--- src/sv/bmh_pkg.sv ---
// shared types and codes for the binary max-heap
package bmh_pkg;

  typedef enum logic [1:0] {
    MODE_INSERT  = 2'd0,
    MODE_PEEK    = 2'd1,
    MODE_EXTRACT = 2'd2,
    MODE_DELETE  = 2'd3
  } mode_e;

  typedef enum logic [1:0] {
    ST_OK        = 2'd0,
    ST_EMPTY     = 2'd1,
    ST_FULL      = 2'd2,
    ST_NOT_FOUND = 2'd3
  } status_e;

  typedef enum logic [1:0] {
    RD_LAST   = 2'd0,
    RD_PARENT = 2'd1,
    RD_LEFT   = 2'd2,
    RD_SCAN   = 2'd3
  } rd_sel_e;

  typedef enum logic [1:0] {
    WR_VAL   = 2'd0,
    WR_RDA   = 2'd1,
    WR_RDB   = 2'd2
  } wr_sel_e;

  localparam int unsigned InWidth  = 40;
  localparam int unsigned OutWidth = 48;

  typedef struct packed {
    logic    load;
    logic    ins_start;
    logic    ext_start;
    logic    scan_init;
    logic    scan_dec;
    logic    del_hit;
    logic    take_rd;
    logic    pos_to_parent;
    logic    pos_to_left;
    logic    pos_to_right;
    logic    wr_en;
    wr_sel_e wr_sel;
    rd_sel_e rd_sel;
    logic    out_load;
    status_e status;
  } dp_cmd_t;

  typedef struct packed {
    mode_e mode;
    logic  is_empty;
    logic  is_full;
    logic  pos_zero;
    logic  up_move;
    logic  dn_left;
    logic  dn_right;
    logic  scan_hit;
    logic  scan_zero;
    logic  del_last;
    logic  del_down;
  } dp_stat_t;

endpackage

--- src/sv/bmh_ctrl.sv ---
// heap sequencer: decodes the operation and steps the sift and search loops
module bmh_ctrl (
  input  logic              clk_i,
  input  logic              rst_ni,
  input  logic              s_axis_tvalid,
  output logic              s_axis_tready,
  output logic              m_axis_tvalid,
  input  logic              m_axis_tready,
  input  bmh_pkg::dp_stat_t stat_i,
  output bmh_pkg::dp_cmd_t  cmd_o
);
  import bmh_pkg::*;

  typedef enum logic [3:0] {
    S_IDLE,
    S_DISPATCH,
    S_UP_CHK,
    S_UP_CMP,
    S_EXT_LD,
    S_DN_RD,
    S_DN_CMP,
    S_SRD,
    S_SCMP,
    S_DEL_LD,
    S_DONE
  } state_e;

  state_e  state_q, state_d;
  status_e status_q, status_d;
  logic    out_valid_q, out_valid_d;

  always_comb begin
    cmd_o       = '0;
    cmd_o.status = status_q;
    state_d     = state_q;
    status_d    = status_q;
    out_valid_d = out_valid_q && !m_axis_tready;

    unique case (state_q)
      S_IDLE: begin
        if (s_axis_tvalid) begin
          cmd_o.load = 1'b1;
          status_d   = ST_OK;
          state_d    = S_DISPATCH;
        end
      end
      S_DISPATCH: begin
        unique case (stat_i.mode)
          MODE_INSERT: begin
            if (stat_i.is_full) begin
              status_d = ST_FULL;
              state_d  = S_DONE;
            end else begin
              cmd_o.ins_start = 1'b1;
              state_d         = S_UP_CHK;
            end
          end
          MODE_PEEK: begin
            if (stat_i.is_empty) status_d = ST_EMPTY;
            state_d = S_DONE;
          end
          MODE_EXTRACT: begin
            if (stat_i.is_empty) begin
              status_d = ST_EMPTY;
              state_d  = S_DONE;
            end else begin
              cmd_o.rd_sel    = RD_LAST;
              cmd_o.ext_start = 1'b1;
              state_d         = S_EXT_LD;
            end
          end
          default: begin
            if (stat_i.is_empty) begin
              status_d = ST_NOT_FOUND;
              state_d  = S_DONE;
            end else begin
              cmd_o.scan_init = 1'b1;
              state_d         = S_SRD;
            end
          end
        endcase
      end
      S_UP_CHK: begin
        if (stat_i.pos_zero) begin
          cmd_o.wr_en  = 1'b1;
          cmd_o.wr_sel = WR_VAL;
          state_d      = S_DONE;
        end else begin
          cmd_o.rd_sel = RD_PARENT;
          state_d      = S_UP_CMP;
        end
      end
      S_UP_CMP: begin
        cmd_o.wr_en = 1'b1;
        if (stat_i.up_move) begin
          // parent drops into the hole, hole climbs
          cmd_o.wr_sel        = WR_RDA;
          cmd_o.pos_to_parent = 1'b1;
          state_d             = S_UP_CHK;
        end else begin
          cmd_o.wr_sel = WR_VAL;
          state_d      = S_DONE;
        end
      end
      S_EXT_LD: begin
        cmd_o.take_rd = 1'b1;
        state_d       = stat_i.is_empty ? S_DONE : S_DN_RD;
      end
      S_DN_RD: begin
        cmd_o.rd_sel = RD_LEFT;
        state_d      = S_DN_CMP;
      end
      S_DN_CMP: begin
        cmd_o.wr_en = 1'b1;
        if (stat_i.dn_right) begin
          cmd_o.wr_sel       = WR_RDB;
          cmd_o.pos_to_right = 1'b1;
          state_d            = S_DN_RD;
        end else if (stat_i.dn_left) begin
          cmd_o.wr_sel      = WR_RDA;
          cmd_o.pos_to_left = 1'b1;
          state_d           = S_DN_RD;
        end else begin
          cmd_o.wr_sel = WR_VAL;
          state_d      = S_DONE;
        end
      end
      S_SRD: begin
        cmd_o.rd_sel = RD_SCAN;
        state_d      = S_SCMP;
      end
      S_SCMP: begin
        // searching from the top index down, so the first hit is the highest
        if (stat_i.scan_hit) begin
          cmd_o.rd_sel  = RD_LAST;
          cmd_o.del_hit = 1'b1;
          state_d       = S_DEL_LD;
        end else if (stat_i.scan_zero) begin
          status_d = ST_NOT_FOUND;
          state_d  = S_DONE;
        end else begin
          cmd_o.scan_dec = 1'b1;
          state_d        = S_SRD;
        end
      end
      S_DEL_LD: begin
        if (stat_i.del_last) begin
          state_d = S_DONE;
        end else begin
          cmd_o.take_rd = 1'b1;
          state_d       = stat_i.del_down ? S_DN_RD : S_UP_CHK;
        end
      end
      S_DONE: begin
        if (!out_valid_q || m_axis_tready) begin
          cmd_o.out_load = 1'b1;
          out_valid_d    = 1'b1;
          state_d        = S_IDLE;
        end
      end
      default: state_d = S_IDLE;
    endcase
  end

  always_ff @(posedge clk_i or negedge rst_ni) begin
    if (!rst_ni) begin
      state_q     <= S_IDLE;
      status_q    <= ST_OK;
      out_valid_q <= 1'b0;
    end else begin
      state_q     <= state_d;
      status_q    <= status_d;
      out_valid_q <= out_valid_d;
    end
  end

  assign s_axis_tready = (state_q == S_IDLE);
  assign m_axis_tvalid = out_valid_q;

`ifndef ASSERT_OFF
  a_load_only_idle : assert property (@(posedge clk_i) disable iff (!rst_ni)
    cmd_o.load |=> (state_q == S_DISPATCH))
    else $error("item taken outside idle");

  a_one_result : assert property (@(posedge clk_i) disable iff (!rst_ni)
    cmd_o.out_load |=> (state_q == S_IDLE) && m_axis_tvalid)
    else $error("result not presented after load");

  a_no_overwrite : assert property (@(posedge clk_i) disable iff (!rst_ni)
    (cmd_o.out_load && out_valid_q) |-> m_axis_tready)
    else $error("pending result overwritten");
`endif

endmodule

--- config.mk ---
export PLATFORM = sky130hd
export DESIGN_NAME = bmh_ctrl
export DESIGN_NICKNAME = d
export VERILOG_FILES = /design/src/sv/bmh_pkg.sv /design/src/sv/bmh_ctrl.sv
export SDC_FILE = /design/constraint.sdc
export NUM_CORES = 1
export LEC_CHECK = 0
export BUFFER_PORTS_ARGS = -buffer_cell sky130_fd_sc_hd__buf_2
export CAP_MARGIN = 20
export CORE_AREA = 2 2 47 49
export DETAILED_ROUTE_END_ITERATION = 10
export DIE_AREA = 0 0 49 51
export PLACE_DENSITY = 0.81
export SLEW_MARGIN = 25
export SYNTH_ARGS = -nofsm -noshare
export SYNTH_HDL_FRONTEND = slang
export SYNTH_SLANG_ARGS = --single-unit
export TNS_END_PERCENT = 5
--- constraint.sdc ---
create_clock -name clk_i -period 2.1 [get_ports clk_i]
set_input_delay 0.315 -clock clk_i [delete_from_list [all_inputs] [get_ports clk_i]]
set_output_delay 0.315 -clock clk_i [all_outputs]
set_load 0.005 [all_outputs]
==> results.py, run 1 <==
metrics = {
    "outcome": {
        "status": "complete, no violations",
    },
    "min_path": {
        "holdPathStages": 3,
        "worstHoldStart": "m_axis_tready",
        "hold_class": "in2reg",
    },
    "power": {
        "p_per_area_nw_per_um2": 1010,
        "peakVddDrop_mv": 0.905,
        "leakage_nw": 0.564,
    },
    "critical_path": {
        "cp.depth": 4,
        "crit_start": "state_q[2]$_DFFE_PN0P_",
        "worstPathCellList": "or4b_4 -> nor2_8 -> and2_1 -> buf_2",
        "crit_buf_inv": 1,
        "slowest_stage": "or4b_4",
        "reg2reg_from": "state_q[3]$_DFFE_PN0P_",
        "endpoint_kind": "output pin",
        "setup.worst_path.class": "reg2out",
        "arrival_ns": 1.69,
        "required_ns": 1.78,
        "critPathLaunchType": "flop",
        "cpLargestDelayFamily": "simple AND/OR/NAND/NOR gates",
        "max_stage_delay_ns": 0.64,
        "r2r_cells": 5,
        "crit_fanout": 7,
    },
    "sta": {
        "finalHoldViolCount": 0,
        "report.final.slew_viol_count": 0,
        "maxSlewHeadroom": 0.734,
        "fin_setup_tns_ns": 0,
        "tightest_slew_ns": 0.396,
        "finalSetupViolCount": 0,
        "fmax_ghz": 0.498,
        "fin_crit_ns": 2.01,
        "period_share": 0.957,
        "fin_skew_ns": 0.00132,
        "grt_setup_unrepaired": "no",
    },
    "yosys": {
        "synth_cell_types": 47,
        "synth_area_um2": 873,
        "synth_seq_cells": 7,
        "synthArstFlopShare": 1.00,
        "synth_edf_count": 0,
        "synthMuxAreaShare": 0.0372,
        "synth-compound-area-share": 0.196,
        "syn_nets": 127,
        "seq_area_frac_synth": 0.201,
        "syn_inst": 106,
        "synthSimpleGateAreaFrac": 0.398,
        "synthAdderAreaFrac": 0.0716,
        "synthFlopType": "dfrtp_1",
        "synth-xor-area-share": 0,
        "synth_top_family_by_area": "simple AND/OR/NAND/NOR gates",
        "synth.avg_cell_area_um2": 8.24,
        "synth_warnings": 0,
    },
    "clock_network": {
        "cts-buffers-inserted": 3,
        "clock-sinks": 7,
        "post_cts_buffers": 0,
        "cts.clk_slew.worst_paths_ns": 0.05,
        "cts-root-buf": "clkbuf_4",
        "clockBufferDepth": 2,
        "clkLatencyLatePin_ns": 0.25,
        "h-tree-depth": 1,
        "cts_tree": "built",
    },
    "finish": {
        "layout_common_cells": "35 x buf_2, 12 x nor2_1, 9 x inv_1, 7 x dfrtp_1",
        "fin_nets": 165,
        "syn2layout_area_growth_pct": 27.2,
        "final_layout_size_suffix_gt1_frac": 0.364,
        "fin_cells": 171,
        "diodes": 0,
        "nFillCells": 207,
        "final_common_cell": "buf_2",
    },
    "placed_design": {
        "dp.cells": 166,
        "hpwl_um": 1690,
        "place.gp.congestion": 0.848,
        "port_buffers": 35,
    },
    "global_route": {
        "grt_util_all_layers": 0.172,
        "grt_pass1_vias": 848,
        "grt_max_degree": 17,
        "antenna_found_initial": 0,
        "grt_pass1_wl_um": 3420,
        "gr-usage-met1": 0.205,
        "met2_usage": 0.315,
        "grt_util_met3": 0.0585,
        "gr-total-overflow": 0,
        "grt-busiest-layer": "met2",
    },
    "detailed_routing": {
        "drtPass1Iterations": 4,
        "ant_nets": 0,
        "wl_um": 2040,
        "num_vias": 907,
        "wl_per_cell_um": 11.9,
        "drcViolationCount": 0,
        "drt-vias-per-instance": 5.30,
        "first_iter_violations": 11,
    },
    "floorplan": {
        "ios": 36,
        "die_x_um": 49,
        "fp.dieH_um": 51,
        "start_util": 0.423,
        "die_area_um2": 2500,
        "core_um2": 2060,
        "std_cell_rows": 17,
    },
    "run": {
        "maxCapViolCount": 0,
    },
}
-- tightest hold or removal path: cells and delay by family --
kind                   cells  cell delay, ns
buffers and inverters      1            0.08
and+or+nand+nor            2            0.18
-- sequential cells by signal, summed over array words and instances (netlist names) --
register	flops
m_axis_tvalid	1
state_q	4
status_q	2
-- what timing repair did --
action / in CTS / in global routing
hold endpoints to repair: 7 / 0
gates resized for setup: 1 / 0
setup endpoints to repair: 3 / 0
hold buffers: 1 / 0
-- power breakdown --
group          switching [mW]  internal [mW]  total [mW]
Sequential             0.0471          0.191       0.238
Combinational           0.409          0.358       0.767
Clock                  0.0493         0.0725       0.122
Total                   0.505          0.621        1.13
-- worst paths after layout --
check / endpoint / slack (ns)
max in group asynchronous: m_axis_tvalid$_DFF_PN0_ / 1.52
min in group asynchronous: status_q[1]$_DFFE_PN0P_ / 0.42
setup reg to reg: status_q[1]$_DFFE_PN0P_ / 0.33
hold reg to reg: status_q[0]$_DFFE_PN0P_ / 0.48
setup / recovery: cmd_o[15] / 0.09
hold / removal: m_axis_tvalid$_DFF_PN0_ / 0.37
-- Yosys cell counts, types with 2 or more instances --
library cell / n / area, um2
a31oi_1: 2 / 12.5
nor3b_1: 2 / 15.0
ha_1: 5 / 62.6
nand2b_1: 3 / 18.8
and2_1: 4 / 25.0
nor3_1: 3 / 15.0
dfrtp_1: 7 / 175
o21ai_0: 2 / 10.0
mux2_1: 2 / 22.5
nor4bb_1: 2 / 20.0
clkbuf_1: 3 / 11.3
a211oi_1: 3 / 22.5
nand4bb_1: 2 / 22.5
nand3_1: 3 / 15.0
inv_1: 9 / 33.8
nor2_1: 12 / 45.0
or2_2: 2 / 12.5
buf_6: 2 / 22.5
nand2_1: 4 / 15.0
a21oi_1: 4 / 20.0
nor2b_1: 4 / 25.0
-- metal layers --
layer	vias to the layer above	share of wire	wire length, um
met1	415	0.44	891
met2	27	0.50	1030
met5	-	0	0
met4	0	0	0
met3	0	0.057	117
li1	465	-	-
-- stage by stage --
stage               worst slack (ns)  hold slack [ns]   util  cell area [um2]  total power, mW
floorplan                      0.394           0.0194      -              873            0.787
global placement               0.217            0.151  0.519             1070            0.979
detailed placement             0.154            0.153  0.519             1070             1.00
CTS                           0.0786            0.368  0.539             1110             1.14
global route                  0.0210            0.384  0.539             1110             1.23
finish                        0.0906            0.371  0.539             1110             1.13
-- cell families (layout without fill, tap and decap cells) --
kind of cell / count (synthesis) / after routing
and+or+nand+nor: 52 / 52
muxes: 3 / 3
DFF: 7 / 7
buffers and inverters: 17 / 54
adders and majority gates: 5 / 5
AOI/OAI and AO/OA: 22 / 22
-- layout make-up --
class	count	area [um2]	share of cell area
Clock buffer	4	26.3	0.0236
Inverter	9	33.8	0.0304
Multi-Input combinational cell	82	618	0.556
Sequential cell	7	175	0.158
Tap cell	28	35.0	0.0315
Timing Repair Buffer	41	223	0.200
No activity file was read; power rests on OpenSTA's default activity.
==> run 2, diff against run 1 <==
--- a/config.mk
+++ b/config.mk
@@ -11,6 +11,7 @@
 export DETAILED_ROUTE_END_ITERATION = 10
 export DIE_AREA = 0 0 49 51
 export PLACE_DENSITY = 0.81
+export REMOVE_ABC_BUFFERS = 1
 export SLEW_MARGIN = 25
 export SYNTH_ARGS = -nofsm -noshare
 export SYNTH_HDL_FRONTEND = slang
==> results.py, run 2 (synthesis gave the netlist of run 1 again) <==
metrics = {
    "outcome": {
        "status": "complete, no violations",
    },
    "clock_network": {
        "h-tree-depth": 1,
        "cts-root-buf": "clkbuf_4",
        "cts-buffers-inserted": 3,
        "cts.clk_slew.worst_paths_ns": 0.06,
        "post_cts_buffers": 0,
        "clkLatencyLatePin_ns": 0.26,
        "clock-sinks": 7,
        "clockBufferDepth": 2,
        "cts_tree": "built",
    },
    "floorplan": {
        "die_x_um": 49,
        "ios": 36,
        "start_util": 0.423,
        "fp.dieH_um": 51,
        "die_area_um2": 2500,
        "core_um2": 2060,
        "std_cell_rows": 17,
    },
    "placed_design": {
        "hpwl_um": 1750,
        "port_buffers": 35,
        "dp.cells": 167,
        "place.gp.congestion": 0.832,
    },
    "finish": {
        "layout_common_cells": "35 x buf_2, 12 x nor2_1, 9 x inv_1, 7 x dfrtp_1, 6 x buf_4",
        "diodes": 0,
        "final_layout_size_suffix_gt1_frac": 0.368,
        "top_register": "state_q",
        "fin_nets": 166,
        "largest_reg_flops": 4,
        "fin_cells": 172,
        "nFillCells": 220,
        "final_common_cell": "buf_2",
        "final-seq-area_um2": 175,
        "syn2layout_area_growth_pct": 28.1,
        "multi_input_area_um2": 618,
    },
    "min_path": {
        "hold_class": "in2reg",
    },
    "sta": {
        "period_share": 0.959,
        "fin_crit_ns": 2.01,
        "finalSetupViolCount": 0,
        "report.final.slew_viol_count": 0,
        "fin_skew_ns": 0.00548,
        "grt_setup_unrepaired": "no",
        "maxSlewHeadroom": 0.783,
        "fmax_ghz": 0.497,
        "tightest_slew_ns": 0.318,
        "fin_setup_tns_ns": 0,
        "finalHoldViolCount": 0,
    },
    "global_route": {
        "grt_pass1_wl_um": 3620,
        "grt-busiest-layer": "met2",
        "grt_util_all_layers": 0.185,
        "antenna_found_initial": 0,
        "gr-total-overflow": 0,
        "grt_pass1_vias": 869,
        "grt_util_met3": 0.0614,
        "met2_usage": 0.322,
        "grt_max_degree": 20,
        "gr-usage-met1": 0.219,
    },
    "critical_path": {
        "arrival_ns": 1.70,
        "endpoint_kind": "output pin",
        "critPathLaunchType": "flop",
        "required_ns": 1.78,
        "crit_fanout": 6,
        "setup.worst_path.class": "reg2out",
    },
    "detailed_routing": {
        "wl_per_cell_um": 12.7,
        "drcViolationCount": 0,
        "ant_nets": 0,
        "num_vias": 950,
        "first_iter_violations": 25,
        "drtPass1Iterations": 4,
        "wl_um": 2190,
        "drt-vias-per-instance": 5.52,
    },
    "power": {
        "leakage_nw": 0.569,
        "peakVddDrop_mv": 0.608,
        "p_per_area_nw_per_um2": 1030,
        "power_mw": 1.16,
    },
    "run": {
        "maxCapViolCount": 0,
    },
}
## run 2: timing repair
action / in CTS / in global routing
hold buffers: 1 / 0
endpoints found under the hold margin: 7 / 0
endpoints found under the setup margin: 3 / 0
gates resized for setup: 1 / 0
## run 2: area by class of cell
type | count | share of cell area
inverters | 9 | 0.0302
flip-flops and latches | 7 | 0.157
repair buffers | 42 | 0.206
multi-input cells | 82 | 0.553
well taps | 28 | 0.0313
clock buffers | 4 | 0.0235
## run 2: worst paths after layout
kind                                              start  slack, ns  depth (start not counted)                 endpoint
worst max register to register   state_q[1]$_DFFE_PN0P_       0.26                          5  status_q[0]$_DFFE_PN0P_
min in group asynchronous                        rst_ni       0.42                          2  status_q[1]$_DFFE_PN0P_
max in group asynchronous                        rst_ni       1.52                          2  m_axis_tvalid$_DFF_PN0_
worst min-delay path                      m_axis_tready       0.36                          3  m_axis_tvalid$_DFF_PN0_
worst max-delay path             state_q[2]$_DFFE_PN0P_       0.09                          4                cmd_o[14]
worst min register to register  status_q[0]$_DFFE_PN0P_       0.49                          1  status_q[0]$_DFFE_PN0P_
## run 2: routing by layer
layer	share of wire	up-vias
li1	-	467
met1	0.40	435
met2	0.51	42
met3	0.074	6
met4	0.012	0
met5	0	-
## run 2: metrics by stage
stage,hold slack (ns),cell area [um2],util,setup WS [ns]
floorplan,0.0194,823,-,0.178
global placement,0.151,1080,0.523,0.218
detailed placement,0.158,1080,0.523,0.152
CTS,0.356,1120,0.542,0.0850
global route,0.363,1120,0.542,0.00100
finish,0.365,1120,0.542,0.0864
## run 2: worst max-delay path, stage by stage (launching register included)
cell	delay, ns
dfrtp_1	0.44
or4b_4	0.64
nor2_8	0.13
and2_1	0.13
buf_2	0.10
## run 2: report_power, final
group | internal (mW) | switching (mW)
Combinational | 0.370 | 0.434
Clock | 0.0728 | 0.0537
Sequential | 0.191 | 0.0347
Total | 0.633 | 0.523
==> run 3, diff against run 2 <==
--- a/config.mk
+++ b/config.mk
@@ -5,12 +5,13 @@
 export SDC_FILE = /design/constraint.sdc
 export NUM_CORES = 1
 export LEC_CHECK = 0
+export ABC_AREA = 1
 export BUFFER_PORTS_ARGS = -buffer_cell sky130_fd_sc_hd__buf_2
 export CAP_MARGIN = 20
-export CORE_AREA = 2 2 47 49
+export CORE_AREA = 2 2 46 48
 export DETAILED_ROUTE_END_ITERATION = 10
-export DIE_AREA = 0 0 49 51
-export PLACE_DENSITY = 0.81
+export DIE_AREA = 0 0 48 50
+export PLACE_DENSITY = 0.82
 export REMOVE_ABC_BUFFERS = 1
 export SLEW_MARGIN = 25
 export SYNTH_ARGS = -nofsm -noshare
==> results.py, run 3 <==
metrics = {
    "yosys": {
        "synth.avg_cell_area_um2": 5.92,
        "synthFlopType": "dfrtp_1",
        "syn_inst": 142,
        "synth.most_common_cell": "nand2_1",
        "synthArstFlopShare": 1.00,
        "synth.top_cell.area_share": 0.208,
        "synthSimpleGateAreaFrac": 0.494,
        "synth_top_family_by_area": "simple AND/OR/NAND/NOR gates",
        "synthMuxAreaShare": 0,
        "ys_top_cells_by_area": "dfrtp_1 21%, nand2_1 15%, inv_1 10%",
        "synth_cell_types": 21,
        "synth_area_um2": 841,
        "synthAdderAreaFrac": 0.0744,
        "synth_edf_count": 0,
        "synth-compound-area-share": 0.0893,
        "seq_area_frac_synth": 0.208,
        "synth_seq_cells": 7,
        "synth_area_leader_cell": "dfrtp_1",
        "synth_common_cells": "34 x nand2_1, 23 x inv_1, 21 x nor2_1, 13 x nand3_1, 7 x dfrtp_1",
        "synth-xor-area-share": 0,
        "synth_warnings": 0,
    },
    "finish": {
        "final_layout_size_suffix_gt1_frac": 0.304,
        "top_register": "state_q",
        "largest_reg_flops": 4,
        "fin_nets": 203,
        "diodes": 0,
        "final_common_cell": "buf_2",
        "post-route-util": 0.567,
        "final_area_um2": 1080,
        "layout_common_cells": "35 x buf_2, 34 x nand2_1, 23 x inv_1, 21 x nor2_1, 13 x nand3_1",
        "syn2layout_area_growth_pct": 28.3,
        "nFillCells": 183,
    },
    "clock_network": {
        "clockBufferDepth": 2,
        "cts_hold_buf": 1,
        "post_cts_buffers": 0,
        "cts-buffers-inserted": 3,
        "clock-sinks": 7,
        "cts-root-buf": "clkbuf_4",
        "cts.clk_slew.worst_paths_ns": 0.06,
        "clkLatencyLatePin_ns": 0.26,
        "h-tree-depth": 1,
        "cts_tree": "built",
        "post_cts_resized": 0,
    },
    "power": {
        "clkPwrFrac": 0.105,
        "p_per_area_nw_per_um2": 1120,
        "power_frac_comb": 0.678,
        "switchingPower_mw": 0.646,
        "p_seq_frac": 0.217,
        "p_int_mw": 0.564,
        "peakVddDrop_mv": 0.618,
        "leakage_nw": 0.690,
        "swShare": 0.534,
        "power_mw": 1.21,
    },
    "critical_path": {
        "max_stage_delay_ns": 0.44,
        "endpoint_kind": "output pin",
        "slowest_stage": "dfrtp_1",
        "r2r_cells": 7,
        "worstPathCellList": "inv_2 -> nand2_1 -> nor2_1 -> inv_1 -> a21oi_1 -> buf_2",
        "arrival_ns": 1.50,
        "reg2reg_from": "state_q[1]$_DFFE_PN0P_",
        "required_ns": 1.78,
        "r2r_end": "status_q[0]$_DFFE_PN0P_",
        "setup.worst_path.class": "reg2out",
        "crit_fanout": 5,
        "critPathLaunchType": "flop",
        "reg2reg_setup_slack_ns": 0.75,
    },
    "floorplan": {
        "core_um2": 1900,
        "start_util": 0.442,
        "ios": 36,
        "die_area_um2": 2400,
        "std_cell_rows": 16,
        "fp.dieH_um": 50,
        "die_x_um": 48,
    },
    "outcome": {
        "status": "complete, no violations",
    },
    "global_route": {
        "antenna_found_initial": 0,
        "grt_max_degree": 10,
        "gr-total-overflow": 0,
        "grt_pass1_wl_um": 3590,
        "grt_pass1_vias": 922,
        "grt_util_all_layers": 0.205,
    },
    "detailed_routing": {
        "ant_nets": 0,
        "drt-vias-per-instance": 4.82,
        "drtPass1Iterations": 4,
        "first_iter_violations": 37,
        "drcViolationCount": 0,
        "wl_per_cell_um": 11.0,
        "num_vias": 1003,
        "wl_um": 2280,
    },
    "placed_design": {
        "port_buffers": 35,
        "place_ws_ns": 0.557,
        "hpwl_um": 1940,
        "place.gp.congestion": 0.862,
        "placed_area_um2": 1040,
    },
    "sta": {
        "fin_skew_ns": 0.00769,
        "fin_setup_tns_ns": 0,
        "tightest_slew_ns": 0.341,
        "worst_slack_ns": 0.285,
        "finalHoldViolCount": 0,
        "report.final.slew_viol_count": 0,
        "finalSetupViolCount": 0,
        "fin_crit_ns": 1.81,
        "fmax_ghz": 0.551,
        "period_share": 0.864,
        "grt_setup_unrepaired": "no",
        "maxSlewHeadroom": 0.772,
    },
    "min_path": {
        "hold_class": "in2reg",
        "holdPathStages": 4,
        "worstHoldStart": "m_axis_tready",
        "min_to": "m_axis_tvalid$_DFF_PN0_",
    },
    "run": {
        "maxCapViolCount": 0,
    },
}
run 3: cell type report:
class                   instances  area [um2]  area share
clock buffers                   4        26.3      0.0244
inverters                      28         105      0.0974
multi-input cells             106         553       0.513
flip-flops and latches          7         175       0.162
well taps                      27        33.8      0.0313
repair buffers                 36         185       0.172
run 3: worst max path at each step:
stage | start | to | slack [ns] | cells after the start
3_5_place_dp | state_q[0]$_DFFE_PN0P_ | cmd_o[5] | 0.56 | 6
3_3_place_gp | state_q[0]$_DFFE_PN0P_ | cmd_o[5] | 0.61 | 6
4_1_cts | state_q[0]$_DFFE_PN0P_ | cmd_o[5] | 0.28 | 6
2_1_floorplan | state_q[0]$_DFFE_PN0P_ | cmd_o[6] | 0.76 | 5
5_1_grt | state_q[0]$_DFFE_PN0P_ | cmd_o[2] | 0.19 | 6
6_report | state_q[0]$_DFFE_PN0P_ | cmd_o[2] | 0.29 | 6
run 3: power groups by stage:
stage | sequential (mW) | combinational, mW | clock, mW
floorplan | 0.251 | 0.586 | 0
global placement | 0.256 | 0.793 | 0
detailed placement | 0.262 | 0.814 | 0
CTS | 0.259 | 0.820 | 0.129
global route | 0.268 | 0.921 | 0.138
finish | 0.263 | 0.820 | 0.127
run 3: logic make-up after synthesis:
kind of cell | after synthesis
and+or+nand+nor | 87
buffers and inverters | 29
AOI/OAI and AO/OA | 14
DFF | 7
adders and majority gates | 5
run 3: critical path: cells and delay by family, from the launching register on:
family	cells	cell delay [ns]
simple gates	2	0.32
buf+inv	3	0.36
compound gates	1	0.12
flops	1	0.44
run 3: stage by stage:
stage | hold WS (ns) | cells
after floorplan | 0.0194 | 141
after global placement | 0.150 | 203
after detailed placement | 0.160 | 203
after CTS | 0.341 | 208
after global routing | 0.398 | 208
final | 0.346 | 208
run 3: metal layers:
layer  vias to the layer above  track usage  part of all wire
met5                         -            0                 0
met4                         0       0.0901             0.025
met3                         6       0.0220             0.044
met2                        43        0.367              0.52
met1                       435        0.226              0.41
li1                        519            -                 -
